<file path="src/ial_pkg.sv">
// Shared types and constants for the indexed array list engine.
// Used by ial_store, ial_ctrl and indexed_array_list_engine; depends on nothing.
`timescale 1ns / 1ps
`default_nettype none

package ial_pkg;

    localparam int DEPTH     = 64;
    localparam int IDX_W     = $clog2(DEPTH);
    localparam int CNT_W     = $clog2(DEPTH + 1);
    localparam int DATA_W    = 32;
    localparam int FUNC_W    = 3;
    localparam int POS_W     = 7;
    localparam int FOUND_W   = 6;
    localparam int COUNT_W   = 7;
    localparam int CW        = (POS_W > CNT_W) ? POS_W : CNT_W;

    typedef enum logic [FUNC_W-1:0] {
        F_CLEAR  = 3'd0,
        F_INSERT = 3'd1,
        F_DELETE = 3'd2,
        F_SEARCH = 3'd3,
        F_READ   = 3'd4
    } t_func;

    typedef enum logic [1:0] {
        ST_OK        = 2'd0,
        ST_INVALID   = 2'd1,
        ST_NOT_FOUND = 2'd2
    } t_status;

    typedef enum logic [2:0] {
        S_IDLE,
        S_SCAN_RD,
        S_SCAN_CMP,
        S_INS_RD,
        S_INS_WR,
        S_DEL_RD,
        S_DEL_WR,
        S_READ
    } t_state;

    typedef struct packed {
        logic              we;
        logic [IDX_W-1:0]  waddr;
        logic [DATA_W-1:0] wdata;
        logic [IDX_W-1:0]  raddr;
    } t_mem_req;

    typedef struct packed {
        logic              valid;
        t_status           status;
        logic [IDX_W-1:0]  found;
        logic [DATA_W-1:0] rd;
        logic [CNT_W-1:0]  count;
    } t_result;

endpackage

`default_nettype wire

</file>
<file path="src/ial_store.sv">
// List storage: one write port and one registered read port.
// Depends on ial_pkg for the depth and the request struct.
`timescale 1ns / 1ps
`default_nettype none

module ial_store
    import ial_pkg::*;
(
    input  wire logic              i_clk,
    input  wire t_mem_req          i_req,
    output logic      [DATA_W-1:0] o_rdata
);

    logic [DATA_W-1:0] r_mem [DEPTH];

    always_ff @(posedge i_clk) begin
        if (i_req.we) begin
            r_mem[i_req.waddr] <= i_req.wdata;
        end
    end

    always_ff @(posedge i_clk) begin
        o_rdata <= r_mem[i_req.raddr];
    end

endmodule

`default_nettype wire

</file>
<file path="src/ial_ctrl.sv">
// Sequencer for the list operations: scans, shifts and compares one entry at a time.
// Depends on ial_pkg; drives the storage request and the result registers.
`timescale 1ns / 1ps
`default_nettype none

module ial_ctrl
    import ial_pkg::*;
(
    input  wire logic              i_clk,
    input  wire logic              i_rst_n,
    input  wire logic              i_start,
    input  wire logic [FUNC_W-1:0] i_func,
    input  wire logic [POS_W-1:0]  i_position,
    input  wire logic [DATA_W-1:0] i_data_value,
    input  wire logic [DATA_W-1:0] i_rdata,
    output t_mem_req               o_mem,
    output logic                   o_busy,
    output t_result                o_res
);

    t_state            r_state, n_state;
    logic [CNT_W-1:0]  r_count, n_count;
    logic [CNT_W-1:0]  r_ptr,   n_ptr;
    logic [IDX_W-1:0]  r_found, n_found;
    logic [POS_W-1:0]  r_pos,   n_pos;
    logic [DATA_W-1:0] r_val,   n_val;
    t_func             r_func,  n_func;
    logic              r_valid, n_valid;
    t_status           r_status, n_status;
    logic [IDX_W-1:0]  r_res_found, n_res_found;
    logic [DATA_W-1:0] r_rd,    n_rd;

    always_ff @(posedge i_clk) begin
        if (!i_rst_n) begin
            r_state <= S_IDLE;
            r_count <= '0;
            r_valid <= 1'b0;
        end else begin
            r_state <= n_state;
            r_count <= n_count;
            r_valid <= n_valid;
        end
    end

    always_ff @(posedge i_clk) begin
        r_ptr       <= n_ptr;
        r_found     <= n_found;
        r_pos       <= n_pos;
        r_val       <= n_val;
        r_func      <= n_func;
        r_status    <= n_status;
        r_res_found <= n_res_found;
        r_rd        <= n_rd;
    end

    always_comb begin
        logic [CNT_W-1:0] ptr_inc;
        ptr_inc     = r_ptr + CNT_W'(1);
        n_state     = r_state;
        n_count     = r_count;
        n_ptr       = r_ptr;
        n_found     = r_found;
        n_pos       = r_pos;
        n_val       = r_val;
        n_func      = r_func;
        n_valid     = 1'b0;
        n_status    = r_status;
        n_res_found = r_res_found;
        n_rd        = r_rd;
        o_mem.we    = 1'b0;
        o_mem.waddr = IDX_W'(r_ptr);
        o_mem.wdata = i_rdata;
        o_mem.raddr = IDX_W'(r_ptr);

        unique case (r_state)
            S_IDLE: begin
                if (i_start) begin
                    n_pos       = i_position;
                    n_val       = i_data_value;
                    n_func      = t_func'(i_func);
                    n_res_found = '0;
                    n_rd        = '0;
                    unique case (t_func'(i_func))
                        F_CLEAR: begin
                            n_count  = '0;
                            n_valid  = 1'b1;
                            n_status = ST_OK;
                        end
                        F_INSERT: begin
                            if (CW'(i_position) > CW'(r_count) ||
                                32'(r_count) >= DEPTH) begin
                                n_valid  = 1'b1;
                                n_status = ST_INVALID;
                            end else begin
                                n_ptr   = r_count;
                                n_state = S_INS_RD;
                            end
                        end
                        F_DELETE, F_SEARCH: begin
                            if (r_count == '0) begin
                                n_valid  = 1'b1;
                                n_status = ST_NOT_FOUND;
                            end else begin
                                n_ptr   = '0;
                                n_state = S_SCAN_RD;
                            end
                        end
                        F_READ: begin
                            if (CW'(i_position) < CW'(r_count)) begin
                                o_mem.raddr = IDX_W'(i_position);
                                n_state     = S_READ;
                            end else begin
                                n_valid  = 1'b1;
                                n_status = ST_INVALID;
                            end
                        end
                        default: begin
                            n_valid  = 1'b1;
                            n_status = ST_INVALID;
                        end
                    endcase
                end
            end
            S_READ: begin
                n_valid  = 1'b1;
                n_status = ST_OK;
                n_rd     = i_rdata;
                n_state  = S_IDLE;
            end
            S_SCAN_RD: begin
                n_state = S_SCAN_CMP;
            end
            S_SCAN_CMP: begin
                if (i_rdata == r_val) begin
                    n_found = IDX_W'(r_ptr);
                    if (r_func == F_DELETE) begin
                        n_state = S_DEL_RD;
                    end else begin
                        n_valid     = 1'b1;
                        n_status    = ST_OK;
                        n_res_found = IDX_W'(r_ptr);
                        n_state     = S_IDLE;
                    end
                end else if (ptr_inc == r_count) begin
                    n_valid  = 1'b1;
                    n_status = ST_NOT_FOUND;
                    n_state  = S_IDLE;
                end else begin
                    n_ptr   = ptr_inc;
                    n_state = S_SCAN_RD;
                end
            end
            S_DEL_RD: begin
                // Pull the next entry down until the tail is reached.
                if (ptr_inc >= r_count) begin
                    n_count     = r_count - CNT_W'(1);
                    n_valid     = 1'b1;
                    n_status    = ST_OK;
                    n_res_found = r_found;
                    n_state     = S_IDLE;
                end else begin
                    o_mem.raddr = IDX_W'(ptr_inc);
                    n_state     = S_DEL_WR;
                end
            end
            S_DEL_WR: begin
                o_mem.we = 1'b1;
                n_ptr    = ptr_inc;
                n_state  = S_DEL_RD;
            end
            S_INS_RD: begin
                // Move entries up from the tail until the gap reaches the position.
                if (CW'(r_ptr) == CW'(r_pos)) begin
                    o_mem.we    = 1'b1;
                    o_mem.wdata = r_val;
                    n_count     = r_count + CNT_W'(1);
                    n_valid     = 1'b1;
                    n_status    = ST_OK;
                    n_state     = S_IDLE;
                end else begin
                    o_mem.raddr = IDX_W'(r_ptr - CNT_W'(1));
                    n_state     = S_INS_WR;
                end
            end
            S_INS_WR: begin
                o_mem.we = 1'b1;
                n_ptr    = r_ptr - CNT_W'(1);
                n_state  = S_INS_RD;
            end
            default: begin
                n_state = S_IDLE;
            end
        endcase
    end

    assign o_busy       = (r_state != S_IDLE);
    assign o_res.valid  = r_valid;
    assign o_res.status = r_status;
    assign o_res.found  = r_res_found;
    assign o_res.rd     = r_rd;
    assign o_res.count  = r_count;

endmodule

`default_nettype wire

</file>
<file path="src/indexed_array_list_engine.sv">
// Top level of the indexed array list engine: sequencer plus list storage.
// Depends on ial_pkg, ial_ctrl and ial_store.
// Clear and rejected requests are answered from idle; a read passes through S_READ; a search
// alternates S_SCAN_RD and S_SCAN_CMP per entry; delete and insert move each entry by a read and a write.
// Throughput is one request per operation; the single storage read port sets the pace.
// Reset clears the count and the sequencer; storage contents stay undefined until written.
// The receiver cannot stall: each result shows for one cycle on o_valid.
`timescale 1ns / 1ps
`default_nettype none

module indexed_array_list_engine
    import ial_pkg::*;
(
    input  wire logic                     i_clk,
    input  wire logic                     i_rst_n,
    input  wire logic                     start,
    input  wire logic        [FUNC_W-1:0] i_func,
    input  wire logic        [POS_W-1:0]  i_position,
    input  wire logic signed [DATA_W-1:0] i_data_value,
    output logic                          busy,
    output logic                          o_valid,
    output logic             [1:0]        o_status,
    output logic             [FOUND_W-1:0] o_found_index,
    output logic signed      [DATA_W-1:0] o_read_value,
    output logic             [COUNT_W-1:0] o_entry_count
);

    // The storage request comes from the sequencer; read data returns in the following cycle.
    t_mem_req          mem_req;
    logic [DATA_W-1:0] mem_rdata;
    t_result           res;

    ial_ctrl u_ctrl (
        .i_clk        (i_clk),
        .i_rst_n      (i_rst_n),
        .i_start      (start),
        .i_func       (i_func),
        .i_position   (i_position),
        .i_data_value (i_data_value),
        .i_rdata      (mem_rdata),
        .o_mem        (mem_req),
        .o_busy       (busy),
        .o_res        (res)
    );

    ial_store u_store (
        .i_clk   (i_clk),
        .i_req   (mem_req),
        .o_rdata (mem_rdata)
    );

    // Result fields are sized to the port widths; wider indexes are masked.
    assign o_valid       = res.valid;
    assign o_status      = res.status;
    assign o_found_index = FOUND_W'(res.found);
    assign o_read_value  = res.rd;
    assign o_entry_count = COUNT_W'(res.count);

    // The sequencer only returns to idle by delivering a result.
    a_busy_ends_with_result: assert property (@(posedge i_clk) disable iff (!i_rst_n)
        $fell(busy) |-> o_valid)
        else $error("busy dropped without a result");

    // A clear taken from idle answers at once with an empty list.
    a_clear_empties: assert property (@(posedge i_clk) disable iff (!i_rst_n)
        (start && !busy && i_func == F_CLEAR) |=> (o_valid && o_entry_count == '0))
        else $error("clear did not empty the list");

    // The count never exceeds the storage depth.
    a_count_bound: assert property (@(posedge i_clk) disable iff (!i_rst_n)
        o_valid |-> (32'(o_entry_count) <= DEPTH))
        else $error("entry count beyond depth");

    // A failed lookup reports no index and no data.
    a_not_found_clean: assert property (@(posedge i_clk) disable iff (!i_rst_n)
        (o_valid && o_status == ST_NOT_FOUND) |-> (o_found_index == '0 && o_read_value == '0))
        else $error("not-found result carries stale fields");

endmodule

`default_nettype wire
</file>
<file path="config.mk">
export PLATFORM = sky130hd
export DESIGN_NAME = indexed_array_list_engine
export DESIGN_NICKNAME = d
export VERILOG_FILES = /design/src/ial_pkg.sv /design/src/ial_store.sv /design/src/ial_ctrl.sv /design/src/indexed_array_list_engine.sv
export SDC_FILE = /design/constraint.sdc
export NUM_CORES = 2
export LEC_CHECK = 0
export ABC_AREA = 1
export BUFFER_PORTS_ARGS = -buffer_cell sky130_fd_sc_hd__buf_2
export CORE_MARGIN = 2
export CORE_UTILIZATION = 55
export DETAILED_ROUTE_END_ITERATION = 12
export HOLD_SLACK_MARGIN = 0.08
export PLACE_DENSITY = 0.71
export SETUP_SLACK_MARGIN = 0.05
export SLEW_MARGIN = 30
export SYNTH_ARGS = -nofsm -noshare
export SYNTH_HDL_FRONTEND = slang
export SYNTH_SLANG_ARGS = --single-unit
</file>
<file path="constraint.sdc">
create_clock -name i_clk -period 4.4 [get_ports i_clk]
set_input_delay 0.66 -clock i_clk [delete_from_list [all_inputs] [get_ports i_clk]]
set_output_delay 0.66 -clock i_clk [all_outputs]
set_load 0.005 [all_outputs]
</file>
# --- Yosys cells after proc, flatten, opt, wreduce, memory -nomap -nowiden ---
# Memories as Yosys holds them, arrays and structs flattened. A register that Yosys moved wholly into a read port is not among the register bits.
# Index checks and enable logic that the tools add are counted.
# Widths: inputs -> output; s select.
totals:
  reg_bits: 106
  ram_bits: 2048
  inputBits: 45
  out_inout_bits: 49
  elab_cells: 136
  memories: 1
mem_list:
  columns: ["memory", "depth", "width", "rd", "rd_clocked_by_memory_dff", "wr", "line", "source"]
  rows:
  - ["u_store.r_mem", 64, 32, 1, 1, 1, "ial_store.sv:14", "logic [DATA_W-1:0] r_mem [DEPTH];"]
op_classes:
  add_sub_neg: 4
  magnitude_cmp: 4
  eq_ne: 33
  mux: 63
  n_reduce_logical: 20
op_table:
  columns: ["cell", "n"]
  rows:
  - ["$mux 32", 3]
  - ["$pmux 32 s2", 1]
  - ["$mux 7", 9]
  - ["$mux 6", 9]
  - ["$pmux 6 s3", 2]
  - ["$eq 32x32->1", 1]
  - ["$pmux 7 s4", 1]
  - ["$mux 3", 8]
  - ["$pmux 3 s8", 1]
  - ["$pmux 7 s3", 1]
  - ["$mux 2", 9]
  - ["$eq 3x2->1 const B", 5]
  - ["$eq 3x3->1 const B", 5]
  - ["$ne 3x3->1 const B", 5]
  - ["$reduce_and 5->1", 3]
  - ["$add 7x1->7 const B", 2]
  - ["$eq 7x7->1", 2]
  - ["$pmux 7 s2", 1]
  - ["$sub 7x1->7 const B", 2]
  - ["$mux 1", 12]
  - ["$ne 2x2->1 const B", 5]
  - ["$pmux 2 s5", 1]
  - ["$ne 3x2->1 const B", 3]
  - ["$pmux 3 s3", 1]
  - ["23 further kinds", 32]

# --- Depth between registers and ports, before layout ---
logic_depth:
  depth_word: 6
  depth_mapped: 28
  mapped_depth_nobuf: 24

# --- Modules after synthesis ---
# From an unflattened synthesis, not the netlist that was laid out.
hier_totals:
  hier_cells: 7546
  area_unflattened_um2: 89121.7
modules_own_cells:
  columns: ["mod", "n_inst", "cells_per_inst", "area_each_um2", "seq_area_each_um2"]
  rows:
  - ["ial_store", 1, 6788, 82836.9, 62139.6]
  - ["ial_ctrl", 1, 758, 6284.8, 3072.9]

# --- Worst setup path after synthesis ---
# OpenSTA, ideal clock, no wires.
synth_path:
  kind: "reg2reg"
  startpoint: "register u_ctrl.r_ptr[0]"
  endpoint: "memory u_store.r_mem[0][0] (data pin)"
  setup_time_ns: 0.702
  arrival_time_ns: 3.995
  t_required_ns: 3.698
  path_slack_ns: -0.297
  path_stages_with_launch: 11
  path_buffers: 1
  period_less_slack_ns: 4.697
  path_cell_list: "edfxtp_1 -> inv_2 -> nand2_1 -> nand2_1 -> nor2_1 -> nand2_1 -> clkinv_1 -> nand3_2 -> clkinv_1 -> clkbuf_1 -> o21ai_0"
synth_lines:
  columns: ["item", "line", "source"]
  rows:
  - ["start: declaration", "ial_ctrl.sv:23", "logic [CNT_W-1:0] r_ptr, n_ptr;"]
  - ["start signal: assignment", "ial_ctrl.sv:46", "r_ptr <= n_ptr;"]
  - ["end: declaration", "ial_store.sv:14", null]

# --- Final worst setup path ---
layout_path:
  startpoint: "register u_ctrl.r_ptr[1]"
  endpoint: "register u_store.o_rdata[28] (read register of u_store.r_mem)"
layout_between:
  elab_chain_cells: 4
  elab_cells_between_ends: 10
  classes_between: "2 x add/sub; 1 x order compare; 1 x eq/ne; 6 x mux"
layout_lines:
  columns: ["item", "line", "source"]
  rows:
  - ["$add 7x1->7 / $mux 6 (equally long branches)", "ial_ctrl.sv:58, ial_ctrl.sv:109", null]
  - ["$ge 7x7->1 / $mux 6 (equally long branches)", "ial_ctrl.sv:155, ial_ctrl.sv:83", null]
  - ["$mux 6 (on tied branches)", "ial_ctrl.sv:155, ial_ctrl.sv:77", null]
  - ["$pmux 6 s3 *", "ial_ctrl.sv:75", "unique case (r_state)"]
  - ["end: declaration", "ial_store.sv:11", "output logic [DATA_W-1:0] o_rdata"]
# Mark *: on every way between the ends. The rest lies on a longest branch, timed or not.
# A chain may end at the register's enable or synchronous reset.

==> reports/qor.txt <==
Status - finished, final reports clean
CTS tree - yes
PwrDens - 557 nW/um^2
Placed cell count - 10947
Total track usage - 30.9%
Routed length per instance - 25.0 um
Clk pin slew, worst setup/hold paths - 0.06 ns
Clock root buffer - clkbuf_16
Fmax - 239 MHz
Fin cells - 11451
CP max stage cell - edfxtp_1
Slew Limit Fails - 0
Synth unique cells - 49
Pre-CTS WS - -0.108 ns
Synth async-reset ratio - 0%
Die height - 423 um
Rows - 153
Hold Vio Cnt, Final - 0
Seq/Total Area, Yosys - 67.7%
Fin Setup TNS - 0 ns
Hold_ws - 0.206 ns
Slew @ Worst Pin - 1.03 ns
Crit share post-route - 95.2%
Critical path class - flop to flop
Final worst clock skew - 0.0403 ns
Die footprint - 179000 um^2
# port buffers - 93
Crit-path leading delay family - simple AND/OR/NAND/NOR gates
Synth top area share - 66.8%
Max stage delay on crit path - 0.36 ns
Post-synth EDFFs - 2143
Nets - 8997
Clk buf depth - 3
I/O Pins - 94
Vias in the first global route - 65835
Clock sink count - 2186
DR pass1 iterations - 9
Syn nets - 8726
Detailed-route via count - 68910
Worst EP arrival - 4.95 ns
Share of cells above drive strength 1 - 11.5%
Final HPWL DP - 160000 um
Yosys warning total - 0
Crit path max fanout - 26
CTS Buf Count - 214
First-pass GRT wire length - 415000 um
Crit path buf inv count - 7
Area occupied by multi-input gates - 25000 um^2
Top cells by area, synth - edfxtp_1 67%, nand3_1 11%, nand3b_1 6.0%
Drt first-iter violations - 10342
Rel. slew slack - 31.2%
Via density per instance - 6.02
Core Area - 174000 um^2
Synth Register Bits - 2186
Die width - 423 um
Area Overhead vs Synth - 16.0%
CP Launch Type - flop
Number of fill cells in the layout - 12720
Clock Latency Late Sink - 0.88 ns
DRC violations left - 0
Largest net degree at the start of global routing - 95
Max_cap viols - 0
P_leak - 43.5 nW
Largest area contributor in the netlist - edfxtp_1
Mapped cell area - 96300 um^2
Mean Syn Cell Area - 11.1 um^2
Most common cell on crit path - nand3_1
Top FF cell, synth - edfxtp_1
Total congestion overflow - 0
Initial Util - 55.4%
Max VDD drop - 571 uV
Type of the most critical hold path - input pin to flop
CP endpoint kind - flop
Setup slack, reg-to-reg - 0.21 ns
Synth Instances - 8659
GPL Wtd Cong - 0.942
Initial antenna violation count - 7
Final setup fails - 0
Post-DRT Antenna Nets - 0
H-tree depth - 4
Worst endpoint required time - 5.16 ns
Setup ws final - 0.209 ns
Register area - 65200 um^2
Period minus WS final - 4.19 ns
RSZ-0062 raised after global routing - yes
Drt total wl - 286000 um
==> final cells by class <==
| cell class | count | area share [%] |
|---|---|---|
| Clock inverter | 122 | 1.04 |
| Antenna cell | 9 | 0.0202 |
| Tap cell | 2325 | 2.60 |
| Multi-Input combinational cell | 4646 | 22.4 |
| Sequential cell | 2186 | 58.3 |
| Clock buffer | 281 | 5.13 |
| Inverter | 1258 | 4.24 |
| Timing Repair Buffer | 624 | 6.22 |
==> metrics by stage <==
step	util (%)	cell area [um^2]	power [mW]
final	64.2	112000	62.3
after global routing	64.2	112000	64.2
after CTS	63.5	110000	61.1
after detailed placement	59.2	103000	43.1
after global placement	59.2	103000	42.8
after floorplan	-	96300	36.1
==> cell usage in the layout (no fill, tap or decap), types with 16 or more instances in the layout <==
cell / count
edfxtp_1: 2143
ha_1: 20
nand3b_1: 764
inv_1: 1246
buf_4: 313
buf_2: 93
clkinv_1: 50
dfxtp_1: 43
clkbuf_1: 57
nand3_1: 2167
nand3_4: 18
clkbuf_16: 238
clkinv_2: 41
buf_16: 24
bufinv_16: 17
o21ai_4: 33
xnor2_1: 31
o21ai_0: 18
nand2_1: 1344
nor2_1: 70
buf_12: 118
a21oi_1: 16
nor2_4: 66
nand3_2: 18
dlygate4sd3_1: 40
==> final timing paths <==
check | startpoint | end | cells after the start
worst max register to register | u_ctrl.r_ptr[1] | u_store.o_rdata[28] | 25
worst min-delay path | i_data_value[6] | u_ctrl.r_val[6] | 1
worst max-delay path | u_ctrl.r_ptr[1] | u_store.o_rdata[28] | 25
worst min register to register | u_ctrl.r_count[5] | u_ctrl.r_count[5] | 2
==> kinds of logic after synthesis <==
group	count (synthesis)	share of synthesized area [%]
compound gates	98	0.591
fa+ha+maj	22	0.293
xor+xnor	39	0.355
flops	2186	67.7
simple gates	4487	23.4
buf+inv	1827	7.63
==> power breakdown <==
part / total, mW / internal, mW / switching, mW
combinational: 17.6 / 5.30 / 12.3
clock: 18.1 / 10.2 / 7.95
sequential: 26.6 / 26.1 / 0.454
==> flip-flops by register name, indices dropped and copies added (netlist names), 3 cells and up <==
register	flops
u_ctrl.r_func	3
u_ctrl.r_ptr	7
u_store.r_mem	2048
u_ctrl.r_state	3
u_ctrl.r_rd	32
u_ctrl.r_val	32
u_store.o_rdata	32
u_ctrl.r_found	6
u_ctrl.r_res_found	6
u_ctrl.r_pos	7
u_ctrl.r_count	7
==> synthesized netlist by cell type (2+ instances only) <==
cell	instances
dfxtp_1	43
nor3b_1	3
o211ai_1	4
nand3_2	3
and2_0	2
o21ai_1	2
clkbuf_1	163
buf_6	5
buf_4	8
nand3b_1	764
nand2_2	2
o22ai_1	3
nor3_1	10
or2_2	2
ha_1	21
buf_1	55
edfxtp_1	2143
buf_2	338
xnor2_1	31
xor2_1	8
inv_2	5
a21oi_1	21
a211oi_1	3
clkinv_1	5
nor4_1	5
o21ai_0	52
nand2_1	1345
nand4_1	11
nor2_1	136
nand3_1	2200
inv_1	1248
==> layer usage <==
layer	track usage (%)	share of wire, %	wire length (um)
met1	41.0	38	107000
met2	49.0	46	133000
met3	6.63	11	32500
met4	14.6	4.7	13600
met5	0	0.0077	22
==> timing repair <==
action / 4_1_cts / 5_1_grt
gates resized for setup: 16 / 79
endpoints found under the hold margin: 43 / 0
setup endpoints to repair: 12 / 32
hold buffers: 40 / 0
gates cloned: 0 / 22
pin swaps: 1 / 5
setup buffers: 2 / 27
(Power assumes the default switching activity.)
